`config.mk`:
```
export PLATFORM = sky130hd
export DESIGN_NAME = two_button_gesture_decoder_core
export DESIGN_NICKNAME = d
export VERILOG_FILES = /design/src/design/tbgd_pkg.sv /design/src/design/tbgd_button.sv /design/src/design/two_button_gesture_decoder_core.sv
export SDC_FILE = /design/constraint.sdc
export NUM_CORES = 2
export LEC_CHECK = 0
export BUFFER_PORTS_ARGS = -buffer_cell sky130_fd_sc_hd__buf_2
export CAP_MARGIN = 20
export CORE_MARGIN = 2
export CORE_UTILIZATION = 53
export DETAILED_ROUTE_END_ITERATION = 12
export PLACE_DENSITY = 0.69
export SLEW_MARGIN = 40
export SYNTH_ARGS = -nofsm -noshare
export SYNTH_HDL_FRONTEND = slang
export SYNTH_SLANG_ARGS = --single-unit
```
`constraint.sdc`:
```
create_clock -name i_clk -period 29 [get_ports i_clk]
set_input_delay 1.45 -clock i_clk [delete_from_list [all_inputs] [get_ports i_clk]]
set_output_delay 1.45 -clock i_clk [all_outputs]
set_load 0.01 [all_outputs]
```
`src/design/tbgd_pkg.sv`:
```
// Shared types and constants of the two-button gesture decoder.
// Used by tbgd_button, two_button_gesture_decoder_core and the testbench; no dependencies.
`timescale 1ns / 1ps

package tbgd_pkg;

    localparam int unsigned TIME_W    = 32;
    localparam int unsigned WINDOW_W  = 16;
    localparam int unsigned MODE_W    = 5;
    localparam int unsigned CFG_IDX_W = 3;
    localparam int unsigned CFG_W     = 32;
    localparam int unsigned CLICK_W   = 2;

    // Register indexes of the configuration port
    localparam logic [CFG_IDX_W-1:0] REG_MODE           = 3'd0;
    localparam logic [CFG_IDX_W-1:0] REG_GRACE          = 3'd1;
    localparam logic [CFG_IDX_W-1:0] REG_DOUBLE_A       = 3'd2;
    localparam logic [CFG_IDX_W-1:0] REG_DOUBLE_B       = 3'd3;
    localparam logic [CFG_IDX_W-1:0] REG_REPEAT_FIRST_A = 3'd4;
    localparam logic [CFG_IDX_W-1:0] REG_REPEAT_EVERY_A = 3'd5;
    localparam logic [CFG_IDX_W-1:0] REG_REPEAT_FIRST_B = 3'd6;
    localparam logic [CFG_IDX_W-1:0] REG_REPEAT_EVERY_B = 3'd7;

    // Mode flag bit positions
    localparam int unsigned MODE_BOTH_LONG = 0;
    localparam int unsigned MODE_DOUBLE_A  = 1;
    localparam int unsigned MODE_DOUBLE_B  = 2;
    localparam int unsigned MODE_REPEAT_A  = 3;
    localparam int unsigned MODE_REPEAT_B  = 4;

    // Reset values of the configuration registers
    localparam logic [MODE_W-1:0]   MODE_RST         = 5'd0;
    localparam logic [TIME_W-1:0]   GRACE_RST        = 32'd200;
    localparam logic [WINDOW_W-1:0] DOUBLE_RST       = 16'd300;
    localparam logic [TIME_W-1:0]   REPEAT_FIRST_RST = 32'd500;
    localparam logic [TIME_W-1:0]   REPEAT_EVERY_RST = 32'd100;

    typedef enum logic [3:0] {
        G_NONE      = 4'd0,
        G_SHORT_A   = 4'd1,
        G_SHORT_B   = 4'd2,
        G_DOUBLE_A  = 4'd3,
        G_DOUBLE_B  = 4'd4,
        G_LONG_A    = 4'd5,
        G_LONG_B    = 4'd6,
        G_REPEAT_A  = 4'd7,
        G_REPEAT_B  = 4'd8,
        G_BOTH_LONG = 4'd9
    } t_gesture;

    // Gesture kind decided by one button
    typedef enum logic [1:0] {
        K_NONE   = 2'd0,
        K_SHORT  = 2'd1,
        K_DOUBLE = 2'd2,
        K_LONG   = 2'd3
    } t_kind;

    typedef struct packed {
        logic                both_long_en;
        logic                double_en;
        logic                repeat_en;
        logic [TIME_W-1:0]   grace;
        logic [WINDOW_W-1:0] double_window;
        logic [TIME_W-1:0]   repeat_first;
        logic [TIME_W-1:0]   repeat_every;
    } t_btn_cfg;

    typedef struct packed {
        logic step;            // request accepted this cycle
        logic both_now;        // both buttons holding in this request
        logic both_prev;       // both were holding in the previous request
        logic rep_gate;        // repeat check is evaluated for this button
        logic clr_repeat;      // stop auto-repeat before evaluation
        logic cfg_clr_click;   // mode write changed the double-press enable
        logic cfg_clr_pending; // mode write has the two-button enable off
    } t_btn_ctl;

    typedef struct packed {
        logic hold_event;
        logic click_event;
        logic holding;
        logic other_down;
        logic other_holding;
    } t_btn_in;

endpackage

```
`src/design/tbgd_button.sv`:
```
// Per-button gesture state: click counting, deferred long and auto-repeat.
// Depends on tbgd_pkg.
`timescale 1ns / 1ps

module tbgd_button (
    input  logic                        i_clk,
    input  logic                        i_rst_n,
    input  tbgd_pkg::t_btn_cfg          i_cfg,
    input  tbgd_pkg::t_btn_ctl          i_ctl,
    input  tbgd_pkg::t_btn_in           i_btn,
    input  logic [tbgd_pkg::TIME_W-1:0] i_now,
    output tbgd_pkg::t_kind             o_kind,
    output logic                        o_rep_due
);

    logic                         r_pending, n_pending;
    logic [tbgd_pkg::TIME_W-1:0]  r_deferred, n_deferred;
    logic [tbgd_pkg::CLICK_W-1:0] r_click, n_click;
    logic [tbgd_pkg::TIME_W-1:0]  r_first, n_first;
    logic [tbgd_pkg::TIME_W-1:0]  r_hold_start, n_hold_start;
    logic [tbgd_pkg::TIME_W-1:0]  r_last_rep, n_last_rep;

    logic [tbgd_pkg::CLICK_W-1:0] cc;
    logic [tbgd_pkg::TIME_W-1:0]  fc;
    logic [tbgd_pkg::TIME_W-1:0]  since_deferred;
    logic [tbgd_pkg::TIME_W-1:0]  since_first;
    logic [tbgd_pkg::TIME_W-1:0]  since_hold;
    logic [tbgd_pkg::TIME_W-1:0]  since_rep;
    tbgd_pkg::t_kind              kind;
    logic                         rep_due;

    assign since_deferred = i_now - r_deferred;

    always_comb begin
        n_pending    = r_pending;
        n_deferred   = r_deferred;
        n_click      = r_click;
        n_first      = r_first;
        n_last_rep   = r_last_rep;
        n_hold_start = i_ctl.clr_repeat ? '0 : r_hold_start;
        kind         = tbgd_pkg::K_NONE;
        rep_due      = 1'b0;
        cc           = r_click;
        fc           = r_first;
        since_first  = '0;
        since_hold   = '0;
        since_rep    = '0;

        if (i_ctl.both_now) begin
            if (!i_ctl.both_prev) begin
                n_click   = '0;
                n_pending = 1'b0;
            end
        end else begin
            // Leaving the both-held condition restarts the repeat clock
            if (i_ctl.both_prev && i_btn.holding) begin
                n_hold_start = i_now;
            end

            priority if (i_btn.hold_event) begin
                n_click = '0;
                if (i_cfg.both_long_en && i_btn.other_down && !i_btn.other_holding) begin
                    n_pending  = 1'b1;
                    n_deferred = i_now;
                end else begin
                    kind = tbgd_pkg::K_LONG;
                end
            end else if (r_pending && (since_deferred >= i_cfg.grace)) begin
                n_pending = 1'b0;
                kind      = tbgd_pkg::K_LONG;
            end else if (!i_cfg.double_en) begin
                kind = i_btn.click_event ? tbgd_pkg::K_SHORT : tbgd_pkg::K_NONE;
            end else begin
                if (i_btn.click_event) begin
                    if (cc == '0) begin
                        fc = i_now;
                    end
                    cc = cc + 1'b1;
                end
                since_first = i_now - fc;
                n_first     = fc;
                priority if (cc >= 2'd2) begin
                    n_click = '0;
                    kind    = tbgd_pkg::K_DOUBLE;
                end else if ((cc == 2'd1) &&
                             (since_first >= {{(tbgd_pkg::TIME_W-tbgd_pkg::WINDOW_W){1'b0}},
                                              i_cfg.double_window})) begin
                    n_click = '0;
                    kind    = tbgd_pkg::K_SHORT;
                end else begin
                    n_click = cc;
                end
            end

            if (kind == tbgd_pkg::K_LONG) begin
                n_hold_start = i_now;
            end

            // Auto-repeat; the state only moves when the check is reached
            since_hold = i_now - n_hold_start;
            since_rep  = i_now - r_last_rep;
            if (i_cfg.repeat_en) begin
                priority if (!i_btn.holding) begin
                    if (i_ctl.rep_gate) begin
                        n_last_rep = '0;
                    end
                end else if (n_hold_start == '0) begin
                    rep_due = 1'b0;
                end else if (r_last_rep == '0) begin
                    rep_due = (since_hold >= i_cfg.repeat_first);
                end else begin
                    rep_due = (since_rep >= i_cfg.repeat_every);
                end
                if (rep_due && i_ctl.rep_gate) begin
                    n_last_rep = i_now;
                end
            end
        end
    end

    always_ff @(posedge i_clk) begin
        if (!i_rst_n) begin
            r_pending    <= 1'b0;
            r_deferred   <= '0;
            r_click      <= '0;
            r_first      <= '0;
            r_hold_start <= '0;
            r_last_rep   <= '0;
        end else if (i_ctl.cfg_clr_click || i_ctl.cfg_clr_pending) begin
            if (i_ctl.cfg_clr_click) begin
                r_click <= '0;
            end
            if (i_ctl.cfg_clr_pending) begin
                r_pending <= 1'b0;
            end
        end else if (i_ctl.step) begin
            r_pending    <= n_pending;
            r_deferred   <= n_deferred;
            r_click      <= n_click;
            r_first      <= n_first;
            r_hold_start <= n_hold_start;
            r_last_rep   <= n_last_rep;
        end
    end

    assign o_kind    = kind;
    assign o_rep_due = rep_due;

endmodule

```
`src/design/two_button_gesture_decoder_core.sv`:
```
// Two-button gesture decoder: top level with configuration registers,
// both-held tracking, gesture arbitration and output register.
// Depends on tbgd_pkg and tbgd_button.
// Throughput: one request per cycle unless a result waits on i_out_ready. Results
// are registered: the per-button decision and the arbitration are a single pass
// of subtract-and-compare logic ahead of the output register.
// Reset (synchronous, active low): all gesture state cleared, registers at defaults.
`timescale 1ns / 1ps

module two_button_gesture_decoder_core (
    input  logic                           i_clk,
    input  logic                           i_rst_n,
    // configuration write port
    input  logic                           i_cfg_we,
    input  logic [tbgd_pkg::CFG_IDX_W-1:0] i_cfg_idx,
    input  logic [tbgd_pkg::CFG_W-1:0]     i_cfg_data,
    // request channel
    input  logic                           i_in_valid,
    output logic                           o_in_ready,
    input  logic [tbgd_pkg::TIME_W-1:0]    i_now_ms,
    input  logic                           i_a_press_edge,
    input  logic                           i_a_down,
    input  logic                           i_a_holding,
    input  logic                           i_a_hold_event,
    input  logic                           i_a_click_event,
    input  logic                           i_b_press_edge,
    input  logic                           i_b_down,
    input  logic                           i_b_holding,
    input  logic                           i_b_hold_event,
    input  logic                           i_b_click_event,
    input  logic [1:0]                     i_clear_repeat_mask,
    // result channel
    output logic                           o_out_valid,
    input  logic                           i_out_ready,
    output logic [1:0]                     o_pressed_set,
    output logic [3:0]                     o_gesture_code
);

    // Configuration registers
    logic [tbgd_pkg::MODE_W-1:0]   r_mode;
    logic [tbgd_pkg::TIME_W-1:0]   r_grace;
    logic [tbgd_pkg::WINDOW_W-1:0] r_double_a, r_double_b;
    logic [tbgd_pkg::TIME_W-1:0]   r_rep_first_a, r_rep_every_a;
    logic [tbgd_pkg::TIME_W-1:0]   r_rep_first_b, r_rep_every_b;

    logic [tbgd_pkg::MODE_W-1:0]   mode_new;
    logic [tbgd_pkg::MODE_W-1:0]   mode_changed;
    logic                          mode_wr;

    // Request/result handshake and shared state
    logic                          accept;
    logic                          both_now;
    logic                          r_both_holding;
    logic                          r_out_valid;
    logic [1:0]                    r_pressed;
    tbgd_pkg::t_gesture            r_gesture, n_gesture;

    tbgd_pkg::t_btn_cfg            cfg_a, cfg_b;
    tbgd_pkg::t_btn_ctl            ctl_a, ctl_b;
    tbgd_pkg::t_btn_in             btn_a, btn_b;
    tbgd_pkg::t_kind               kind_a, kind_b;
    logic                          rep_due_a, rep_due_b;
    logic                          gate_a, gate_b;

    // Accept a new request whenever the output register is empty or being drained
    assign o_in_ready = !r_out_valid || i_out_ready;
    assign accept     = i_in_valid && o_in_ready;
    assign both_now   = i_a_holding && i_b_holding;

    // A mode write clears the click count of a button whose double-press
    // enable flips, and drops both deferred longs when two-button long is off
    assign mode_wr      = i_cfg_we && (i_cfg_idx == tbgd_pkg::REG_MODE);
    assign mode_new     = i_cfg_data[tbgd_pkg::MODE_W-1:0];
    assign mode_changed = mode_new ^ r_mode;

    always_ff @(posedge i_clk) begin
        if (!i_rst_n) begin
            r_mode        <= tbgd_pkg::MODE_RST;
            r_grace       <= tbgd_pkg::GRACE_RST;
            r_double_a    <= tbgd_pkg::DOUBLE_RST;
            r_double_b    <= tbgd_pkg::DOUBLE_RST;
            r_rep_first_a <= tbgd_pkg::REPEAT_FIRST_RST;
            r_rep_every_a <= tbgd_pkg::REPEAT_EVERY_RST;
            r_rep_first_b <= tbgd_pkg::REPEAT_FIRST_RST;
            r_rep_every_b <= tbgd_pkg::REPEAT_EVERY_RST;
        end else if (i_cfg_we) begin
            unique case (i_cfg_idx)
                tbgd_pkg::REG_MODE:           r_mode        <= mode_new;
                tbgd_pkg::REG_GRACE:          r_grace       <= i_cfg_data;
                tbgd_pkg::REG_DOUBLE_A:       r_double_a    <= i_cfg_data[tbgd_pkg::WINDOW_W-1:0];
                tbgd_pkg::REG_DOUBLE_B:       r_double_b    <= i_cfg_data[tbgd_pkg::WINDOW_W-1:0];
                tbgd_pkg::REG_REPEAT_FIRST_A: r_rep_first_a <= i_cfg_data;
                tbgd_pkg::REG_REPEAT_EVERY_A: r_rep_every_a <= i_cfg_data;
                tbgd_pkg::REG_REPEAT_FIRST_B: r_rep_first_b <= i_cfg_data;
                tbgd_pkg::REG_REPEAT_EVERY_B: r_rep_every_b <= i_cfg_data;
                default: ;
            endcase
        end
    end

    // Per-button settings
    always_comb begin
        cfg_a.both_long_en  = r_mode[tbgd_pkg::MODE_BOTH_LONG];
        cfg_a.double_en     = r_mode[tbgd_pkg::MODE_DOUBLE_A];
        cfg_a.repeat_en     = r_mode[tbgd_pkg::MODE_REPEAT_A];
        cfg_a.grace         = r_grace;
        cfg_a.double_window = r_double_a;
        cfg_a.repeat_first  = r_rep_first_a;
        cfg_a.repeat_every  = r_rep_every_a;

        cfg_b.both_long_en  = r_mode[tbgd_pkg::MODE_BOTH_LONG];
        cfg_b.double_en     = r_mode[tbgd_pkg::MODE_DOUBLE_B];
        cfg_b.repeat_en     = r_mode[tbgd_pkg::MODE_REPEAT_B];
        cfg_b.grace         = r_grace;
        cfg_b.double_window = r_double_b;
        cfg_b.repeat_first  = r_rep_first_b;
        cfg_b.repeat_every  = r_rep_every_b;
    end

    // Button inputs, each seeing the other button's down and holding flags
    always_comb begin
        btn_a.hold_event    = i_a_hold_event;
        btn_a.click_event   = i_a_click_event;
        btn_a.holding       = i_a_holding;
        btn_a.other_down    = i_b_down;
        btn_a.other_holding = i_b_holding;

        btn_b.hold_event    = i_b_hold_event;
        btn_b.click_event   = i_b_click_event;
        btn_b.holding       = i_b_holding;
        btn_b.other_down    = i_a_down;
        btn_b.other_holding = i_a_holding;
    end

    // Repeat of A is checked only when no button made a gesture; repeat of B
    // only when A's repeat is not due either
    assign gate_a = (kind_a == tbgd_pkg::K_NONE) && (kind_b == tbgd_pkg::K_NONE);
    assign gate_b = gate_a && !rep_due_a;

    always_comb begin
        ctl_a.step            = accept;
        ctl_a.both_now        = both_now;
        ctl_a.both_prev       = r_both_holding;
        ctl_a.rep_gate        = gate_a;
        ctl_a.clr_repeat      = i_clear_repeat_mask[0];
        ctl_a.cfg_clr_click   = mode_wr && mode_changed[tbgd_pkg::MODE_DOUBLE_A];
        ctl_a.cfg_clr_pending = mode_wr && !mode_new[tbgd_pkg::MODE_BOTH_LONG];

        ctl_b.step            = accept;
        ctl_b.both_now        = both_now;
        ctl_b.both_prev       = r_both_holding;
        ctl_b.rep_gate        = gate_b;
        ctl_b.clr_repeat      = i_clear_repeat_mask[1];
        ctl_b.cfg_clr_click   = mode_wr && mode_changed[tbgd_pkg::MODE_DOUBLE_B];
        ctl_b.cfg_clr_pending = mode_wr && !mode_new[tbgd_pkg::MODE_BOTH_LONG];
    end

    tbgd_button u_btn_a (
        .i_clk     (i_clk),
        .i_rst_n   (i_rst_n),
        .i_cfg     (cfg_a),
        .i_ctl     (ctl_a),
        .i_btn     (btn_a),
        .i_now     (i_now_ms),
        .o_kind    (kind_a),
        .o_rep_due (rep_due_a)
    );

    tbgd_button u_btn_b (
        .i_clk     (i_clk),
        .i_rst_n   (i_rst_n),
        .i_cfg     (cfg_b),
        .i_ctl     (ctl_b),
        .i_btn     (btn_b),
        .i_now     (i_now_ms),
        .o_kind    (kind_b),
        .o_rep_due (rep_due_b)
    );

    // Arbitrate: both-held first, then A's gesture, then B's (dropped when A
    // has one), then A's repeat, then B's repeat
    always_comb begin
        n_gesture = tbgd_pkg::G_NONE;
        priority if (both_now) begin
            n_gesture = r_both_holding ? tbgd_pkg::G_NONE : tbgd_pkg::G_BOTH_LONG;
        end else if (kind_a != tbgd_pkg::K_NONE) begin
            unique case (kind_a)
                tbgd_pkg::K_SHORT:  n_gesture = tbgd_pkg::G_SHORT_A;
                tbgd_pkg::K_DOUBLE: n_gesture = tbgd_pkg::G_DOUBLE_A;
                tbgd_pkg::K_LONG:   n_gesture = tbgd_pkg::G_LONG_A;
                default:            n_gesture = tbgd_pkg::G_NONE;
            endcase
        end else if (kind_b != tbgd_pkg::K_NONE) begin
            unique case (kind_b)
                tbgd_pkg::K_SHORT:  n_gesture = tbgd_pkg::G_SHORT_B;
                tbgd_pkg::K_DOUBLE: n_gesture = tbgd_pkg::G_DOUBLE_B;
                tbgd_pkg::K_LONG:   n_gesture = tbgd_pkg::G_LONG_B;
                default:            n_gesture = tbgd_pkg::G_NONE;
            endcase
        end else if (rep_due_a) begin
            n_gesture = tbgd_pkg::G_REPEAT_A;
        end else if (rep_due_b) begin
            n_gesture = tbgd_pkg::G_REPEAT_B;
        end else begin
            n_gesture = tbgd_pkg::G_NONE;
        end
    end

    // Hold the both-held flag and the result valid flag; drop valid once taken
    always_ff @(posedge i_clk) begin
        if (!i_rst_n) begin
            r_both_holding <= 1'b0;
            r_out_valid    <= 1'b0;
        end else begin
            if (accept) begin
                r_both_holding <= both_now;
                r_out_valid    <= 1'b1;
            end else if (i_out_ready) begin
                r_out_valid    <= 1'b0;
            end
        end
    end

    always_ff @(posedge i_clk) begin
        if (accept) begin
            r_pressed <= {i_b_press_edge, i_a_press_edge};
            r_gesture <= n_gesture;
        end
    end

    assign o_out_valid    = r_out_valid;
    assign o_pressed_set  = r_pressed;
    assign o_gesture_code = r_gesture;

    // Every accepted request leaves a result in the output register
    a_accept_result: assert property (@(posedge i_clk) disable iff (!i_rst_n)
        accept |=> o_out_valid)
        else $error("accepted request produced no result");

    // A request with both buttons holding leaves the both-held flag set
    a_both_tracked: assert property (@(posedge i_clk) disable iff (!i_rst_n)
        (accept && both_now) |=> r_both_holding)
        else $error("both-held flag not set");

    // A both-long result is only produced on entering the both-held condition
    a_both_long_once: assert property (@(posedge i_clk) disable iff (!i_rst_n)
        (accept && both_now && r_both_holding) |=> (o_gesture_code == tbgd_pkg::G_NONE))
        else $error("both-long repeated while still held");

endmodule

```
# Word level (Yosys, flattened, before mapping)

Index checks and enable logic that the tools add are counted.

Bits in registers: 467
Bits in latches: 0
Bits in writable memories: 0
ROM bits: 0
Word-level logic and storage cells: 262
Memories kept: 0

$add $sub $neg: 10
Multipliers: 0
Div/mod/pow operators: 0
Order comparisons: 10
Eq/ne operators: 29
Shift operators: 0
Muxes and demuxes: 113
Bitwise operators: 8
Reduce and logical (&&, ||, !) cells: 68

Operator list:

| cell               | number |
|---|---|
| $mux 32            | 28 |
| $sub 32x32->32     | 8 |
| $ge 32x32->1       | 6 |
| $logic_not 32->1   | 4 |
| $mux 2             | 43 |
| $ge 32x16->1       | 2 |
| $mux 1             | 34 |
| $reduce_and 5->1   | 6 |
| $mux 4             | 6 |
| $reduce_and 6->1   | 4 |
| $logic_and 1x1->1  | 20 |
| $reduce_and 2->1   | 10 |
| $pmux 3 s3         | 2 |
| $reduce_bool 4->1  | 4 |
| $reduce_bool 2->1  | 7 |
| $eq 2x2->1 const B | 6 |
| $eq 3x3->1 const B | 4 |
| $ne 2x1->1 const B | 5 |
| $eq 2x1->1 const B | 4 |
| $logic_not 2->1    | 4 |
| $ne 4x1->1 const B | 2 |
| $ne 4x4->1 const B | 2 |
| $not 1->1          | 7 |
| $eq 3x2->1 const B | 2 |
| 9 further kinds    | 18 |

# Depth between registers and ports, before layout

Depth after elaboration: 33
Gate-level depth with buffers: 63

# Cells and area by module

A second synthesis with hierarchy kept.

Cells, all modules: 5,254
Area, all modules: 39,409.0 um2

By module, submodules not included:

| module                          | times used | cells each | area an instance (um2) | seq. area each (um2) |
|---|---|---|---|---|
| tbgd_button (u_btn_b)           | 1          | 2,349      | 16,853.7               | 2,622.5 |
| tbgd_button (u_btn_a)           | 1          | 2,169      | 15,620.0               | 2,622.5 |
| two_button_gesture_decoder_core | 1          | 736        | 6,935.4                | 4,164.0 |

# Worst setup path before layout

No wires, ideal clock.

Path kind: input -> register
Start point: input port i_now_ms[0] (netlist name)
End point: register u_btn_b.r_last_rep[11] (netlist name)
Library setup time: 0.117 ns
Arrival: 12.565 ns
Data required time: 28.883 ns
Slack: 16.318 ns
Stages: 61
Cell sequence: inv_1 > ha_1 > inv_1 > fa_1 > a21o_1 > a21oi_1 > o21bai_1 > a31o_2 > a311o_1 > nand4_1 > a311oi_1 > o21ai_0 > a211o_1 > a31oi_1 > nor2_1 > nor2_1 > ha_1 > and4_1 > [25 not listed] > a21o_1 > a21oi_1 > xnor2_1 > ha_1 > nand4_1 > a211oi_1 > nand3_1 > nand3_1 > a2111oi_0 > o31ai_1 > nand3b_1 > nor4_1 > o31a_1 > o211ai_1 > a2111oi_0 > nand3_4 > buf_6 > a32o_1

Cells in the longest elaborated chain, start to end: 32

Ends and longest elaborated chain:

| item                                                             | line                                   | text |
|---|---|---|
| start, declared                                                  | two_button_gesture_decoder_core.sv:20  | `input logic [tbgd_pkg::TIME_W-1:0] i_now_ms,` |
| $mux 32                                                          | tbgd_button.sv:75                      | `if (cc == '0) begin` |
| $mux 32                                                          | tbgd_button.sv:74                      | `if (i_btn.click_event) begin` |
| $mux 32                                                          | tbgd_button.sv:71                      | `end else if (!i_cfg.double_en) begin` |
| $mux 32                                                          | tbgd_button.sv:68                      | `end else if (r_pending && (since_deferred >= i_cfg.grace)) begin` |
| $mux 32                                                          | tbgd_button.sv:60                      | `priority if (i_btn.hold_event) begin` |
| $mux 32                                                          | tbgd_button.sv:49                      | `if (i_ctl.both_now) begin` |
| $sub 32x32->32                                                   | tbgd_button.sv:80                      | `since_first = i_now - fc;` |
| $ge 32x16->1                                                     | tbgd_button.sv:86                      | `(since_first >= {{(tbgd_pkg::TIME_W-tbgd_pkg::WINDOW_W){1'b0}},` |
| [16 not listed]                                                  | n/a                                    |  |
| $mux 1                                                           | tbgd_button.sv:49                      |  |
| $mux 1                                                           | tbgd_button.sv:102                     | `if (i_cfg.repeat_en) begin` |
| $mux 1                                                           | tbgd_button.sv:49                      |  |
| $logic_not 1->1                                                  | two_button_gesture_decoder_core.sv:138 | `assign gate_b = gate_a && !rep_due_a;` |
| $logic_and 1x1->1                                                | two_button_gesture_decoder_core.sv:138 |  |
| $logic_and 1x1->1                                                | tbgd_button.sv:114                     | `if (rep_due && i_ctl.rep_gate) begin` |
| $ne 2x1->1 (no line) / $reduce_bool 2->1 (equally long branches) | n/a                                    |  |
| $reduce_and 6->1 (no line)                                       | n/a                                    |  |
| end signal, assigned                                             | tbgd_button.sv:142                     | `r_last_rep <= n_last_rep;` |
| end, declared                                                    | tbgd_button.sv:21                      | `logic [tbgd_pkg::TIME_W-1:0] r_last_rep, n_last_rep;` |

Several ways; a longest one is shown, not always the timed one. The select of a mux whose other input is x is not followed.
A chain may end at the register's enable or synchronous reset.

# Final worst setup path

Start point: input port i_now_ms[0] (netlist name)
End point: register u_btn_b.r_last_rep[17] (netlist name)

Same word-level chain as after synthesis.

==> flow_results.xml <==
<?xml version="1.0" encoding="UTF-8"?>
<metrics>
  <group name="detailed_routing">
    <metric name="drt_wl_total" unit="um">117000</metric>
    <metric name="routed-via-count" unit="">34300</metric>
    <metric name="drt_first_iter_violations" unit="">3459</metric>
    <metric name="detail_route.vias_per_cell" unit="">5.98</metric>
    <metric name="detail_route.wl_per_cell" unit="um">20.4</metric>
    <metric name="drt_pre_antenna_iters" unit="">6</metric>
    <metric name="final_antenna_net_count" unit="">0</metric>
    <metric name="drt_drc_violations_left" unit="">0</metric>
  </group>
  <group name="sta">
    <metric name="setup_total_negative_slack" unit="ns">0</metric>
    <metric name="grt_setup_unrepaired" unit="">false</metric>
    <metric name="worst_hold_slack_after_final_layout" unit="ns">0.453</metric>
    <metric name="finalHoldViolCount" unit="">0</metric>
    <metric name="final.period_utilization" unit="%">49.5</metric>
    <metric name="finalWorstSetupSlack" unit="ns">14.64</metric>
    <metric name="finalWorstPathRequiredPeriod" unit="ns">14.36</metric>
    <metric name="final-setup-viol-count" unit="">0</metric>
    <metric name="timing.clock.skew" unit="ns">0.0198</metric>
    <metric name="max_freq" unit="MHz">69.6</metric>
    <metric name="timing.max_slew.rel_slack" unit="%">37.3</metric>
    <metric name="finalMaxSlewViolations" unit="">0</metric>
    <metric name="least_margin_pin_slew" unit="ns">0.935</metric>
  </group>
  <group name="setup_path">
    <metric name="worst_r2r_start" unit="">u_btn_b.r_deferred[0]</metric>
    <metric name="rr_worst_depth" unit="">57</metric>
    <metric name="timing.setup.critical_path_class" unit="">input port to flop</metric>
    <metric name="worst_ep_required_time" unit="ns">29.52</metric>
    <metric name="path_max_fanout" unit="">65</metric>
    <metric name="worstPathArrival" unit="ns">14.88</metric>
    <metric name="critical_path.startpoint_type" unit="">input port</metric>
    <metric name="regToRegSetupSlack" unit="ns">15.67</metric>
    <metric name="timing.critical_path.to_type" unit="">flop</metric>
    <metric name="regToRegEndpoint" unit="">u_btn_b.r_last_rep[17]</metric>
    <metric name="critPathLaunch" unit="">i_now_ms[0]</metric>
    <metric name="critical_path_cell_with_the_highest_stage_delay" unit="">a2111oi_1</metric>
    <metric name="max_stage_delay" unit="ns">0.72</metric>
  </group>
  <group name="synthesis">
    <metric name="synth_commonest_cells" unit="">713 x nand2_1, 555 x a21oi_1, 464 x ha_1, 461 x dfxtp_1, 429 x inv_1</metric>
    <metric name="synth_top_cell_area_share" unit="%">25.3</metric>
    <metric name="yosysTopAreaCell" unit="">dfxtp_1</metric>
    <metric name="synth_edf_count" unit="">6</metric>
    <metric name="portion_of_the_post_synthesis_area_used_by_sequential_elements" unit="%">25.8</metric>
    <metric name="post-synth-top-count-cell" unit="">nand2_1</metric>
    <metric name="synth.cell_area" unit="um^2">36400</metric>
    <metric name="yosys-top-cells-area" unit="">dfxtp_1 25%, ha_1 16%, a21oi_1 7.6%, nand2_1 7.3%, inv_1 4.4%</metric>
    <metric name="post_synthesis_average_cell_area" unit="um^2">7.55</metric>
    <metric name="ys_warn_count" unit="">0</metric>
    <metric name="synth_cell_type_count" unit="">92</metric>
    <metric name="synth_nets" unit="">5378</metric>
    <metric name="ys_seq_elements" unit="">467</metric>
    <metric name="fraction_of_registers_with_async_set_reset" unit="%">0</metric>
    <metric name="ys_dominant_reg_cell" unit="">dfxtp_1</metric>
    <metric name="synth_instances" unit="">4824</metric>
  </group>
  <group name="floorplan">
    <metric name="num_rows" unit="">96</metric>
    <metric name="fp.dieArea" unit="um^2">70800</metric>
    <metric name="dieWidth" unit="um">266</metric>
    <metric name="core_region_area" unit="um^2">68300</metric>
    <metric name="die_height" unit="um">266</metric>
    <metric name="io_pins" unit="">92</metric>
    <metric name="initial_cell_density_of_the_core" unit="%">53.3</metric>
  </group>
  <group name="final_layout">
    <metric name="design.final.nets" unit="">5356</metric>
    <metric name="layout-drive-gt1-share" unit="%">6.40</metric>
    <metric name="synthToLayoutAreaGrowth" unit="%">8.74</metric>
  </group>
  <group name="placed_design">
    <metric name="dpl_worst_slack" unit="ns">14.10</metric>
    <metric name="gpl.final_weighted_congestion" unit="">0.945</metric>
    <metric name="place.detailed.hpwl" unit="um">81300</metric>
    <metric name="numPortBuffers" unit="">91</metric>
  </group>
  <group name="run_status">
    <metric name="outcome" unit="">completed</metric>
  </group>
  <group name="global_routing">
    <metric name="grt_antenna_before_repair" unit="">14</metric>
    <metric name="global_router_s_overall_resource_usage" unit="%">32.2</metric>
    <metric name="grt_max_degree" unit="">140</metric>
    <metric name="grt_first_pass_wirelength" unit="um">179000</metric>
    <metric name="number_of_global_route_vias_before_repair" unit="">31100</metric>
    <metric name="grt_overflow" unit="">0</metric>
  </group>
  <group name="cts">
    <metric name="numCtsBuffers" unit="">56</metric>
    <metric name="postCtsSetupBuffers" unit="">0</metric>
    <metric name="cts.htree.levels" unit="">2</metric>
    <metric name="cts_tree" unit="">built</metric>
    <metric name="clock_insertion_delay_worst_skew" unit="ns">0.64</metric>
    <metric name="cell_at_the_root_of_the_clock_tree" unit="">clkbuf_16</metric>
    <metric name="cts-resized-gates" unit="">0</metric>
    <metric name="ctsLongestPathBuffers" unit="">3</metric>
    <metric name="cts.reportedPaths.clkPinSlew" unit="ns">0.06</metric>
    <metric name="cts.hold.buffers_added" unit="">0</metric>
    <metric name="cts.sinks" unit="">467</metric>
  </group>
  <group name="pwr">
    <metric name="cellPowerDensity" unit="nW/um^2">49.5</metric>
    <metric name="ir_worst_vdd" unit="uV">54.2</metric>
    <metric name="power.static_leakage" unit="nW">15.4</metric>
  </group>
  <group name="hold_path">
    <metric name="worstHoldStart" unit="">r_rep_every_a[11]</metric>
    <metric name="min_delay_path_depth" unit="">2</metric>
    <metric name="terminating_pin_of_the_worst_hold_path" unit="">r_rep_every_a[11]</metric>
    <metric name="min_path_type" unit="">flop to flop</metric>
  </group>
  <group name="flow_run">
    <metric name="max_capacitance_violation_count" unit="">0</metric>
  </group>
</metrics>
## worst max-delay path, delay by kind of cell
| family | cells | cell delay, ns |
|---|---|---|
| AO/OA/AOI/OAI | 31 | 7.80 |
| AND/OR/NAND/NOR | 15 | 2.59 |
| adder cells (fa/ha/maj) | 6 | 1.78 |
| buffers and inverters | 6 | 0.92 |
| XOR/XNOR | 2 | 0.24 |
## worst max-delay path by stage
stage | to | slack [ns] | depth (start not counted)
floorplan | u_btn_b.r_last_rep[11] | 16.32 | 61
global placement | u_btn_b.r_last_rep[25] | 13.83 | 50
detailed placement | u_btn_b.r_last_rep[17] | 14.10 | 60
CTS | u_btn_b.r_last_rep[17] | 14.61 | 60
global route | u_btn_b.r_last_rep[7] | 13.55 | 60
finish | u_btn_b.r_last_rep[17] | 14.64 | 60
## metrics by stage
step                      utilization (%)  cell area (um^2)  total power, mW  std cells
after floorplan                         -             36400             1.04       4824
after global placement               54.9             37500             1.17       5624
after detailed placement             54.9             37600             1.18       5625
after CTS                            57.9             39600             1.96       5726
after global routing                 58.0             39600             2.05       5732
final                                58.0             39600             1.96       5733
## placed cells by master (no fill, tap or decap), types with 49 or more instances in the layout
master     count
nor2_1       337
mux2i_1       57
nand3_1       75
inv_1        429
o211ai_1      49
o21a_1        55
buf_2         91
dfxtp_1      461
clkbuf_16     57
o21ai_0      137
nor2b_1       56
nor4_1        51
xnor2_1      153
ha_1         464
nand2_1      709
nor3_1        77
a21o_1       120
a211oi_1      87
a31oi_1       52
a21oi_1      555
xor2_1        60
buf_4         53
## layer usage
metal,track usage (%),routed length (um),vias up
met2,49.6,49500,1195
li1,-,-,17000
met3,3.96,8900,247
met4,13.8,5680,4
met1,45.3,52800,15900
met5,0,23,-
## kinds of logic after synthesis
| family | synth area share [%] |
|---|---|
| adder cells (fa/ha/maj) | 16.4 |
| multiplexers | 1.63 |
| XOR/XNOR | 5.12 |
| flip-flops | 25.8 |
| AND/OR/NAND/NOR | 20.0 |
| buffers and inverters | 7.03 |
| AO/OA/AOI/OAI | 24.1 |
## layout make-up
class	instances	area (um^2)
diodes	6	15.0
flip-flops and latches	467	9410
fillers	6435	28700
repair buffers	147	896
inverters	431	1630
clock buffers	63	1460
multi-input cells	3699	24600
clock inverters	38	547
well taps	882	1100
## power breakdown
| part | switching, mW | total, mW | internal (mW) |
|---|---|---|---|
| sequential | 0.00684 | 0.661 | 0.654 |
| clock | 0.314 | 0.784 | 0.470 |
| combinational | 0.312 | 0.516 | 0.204 |
No activity file was read; power rests on OpenSTA's default activity.
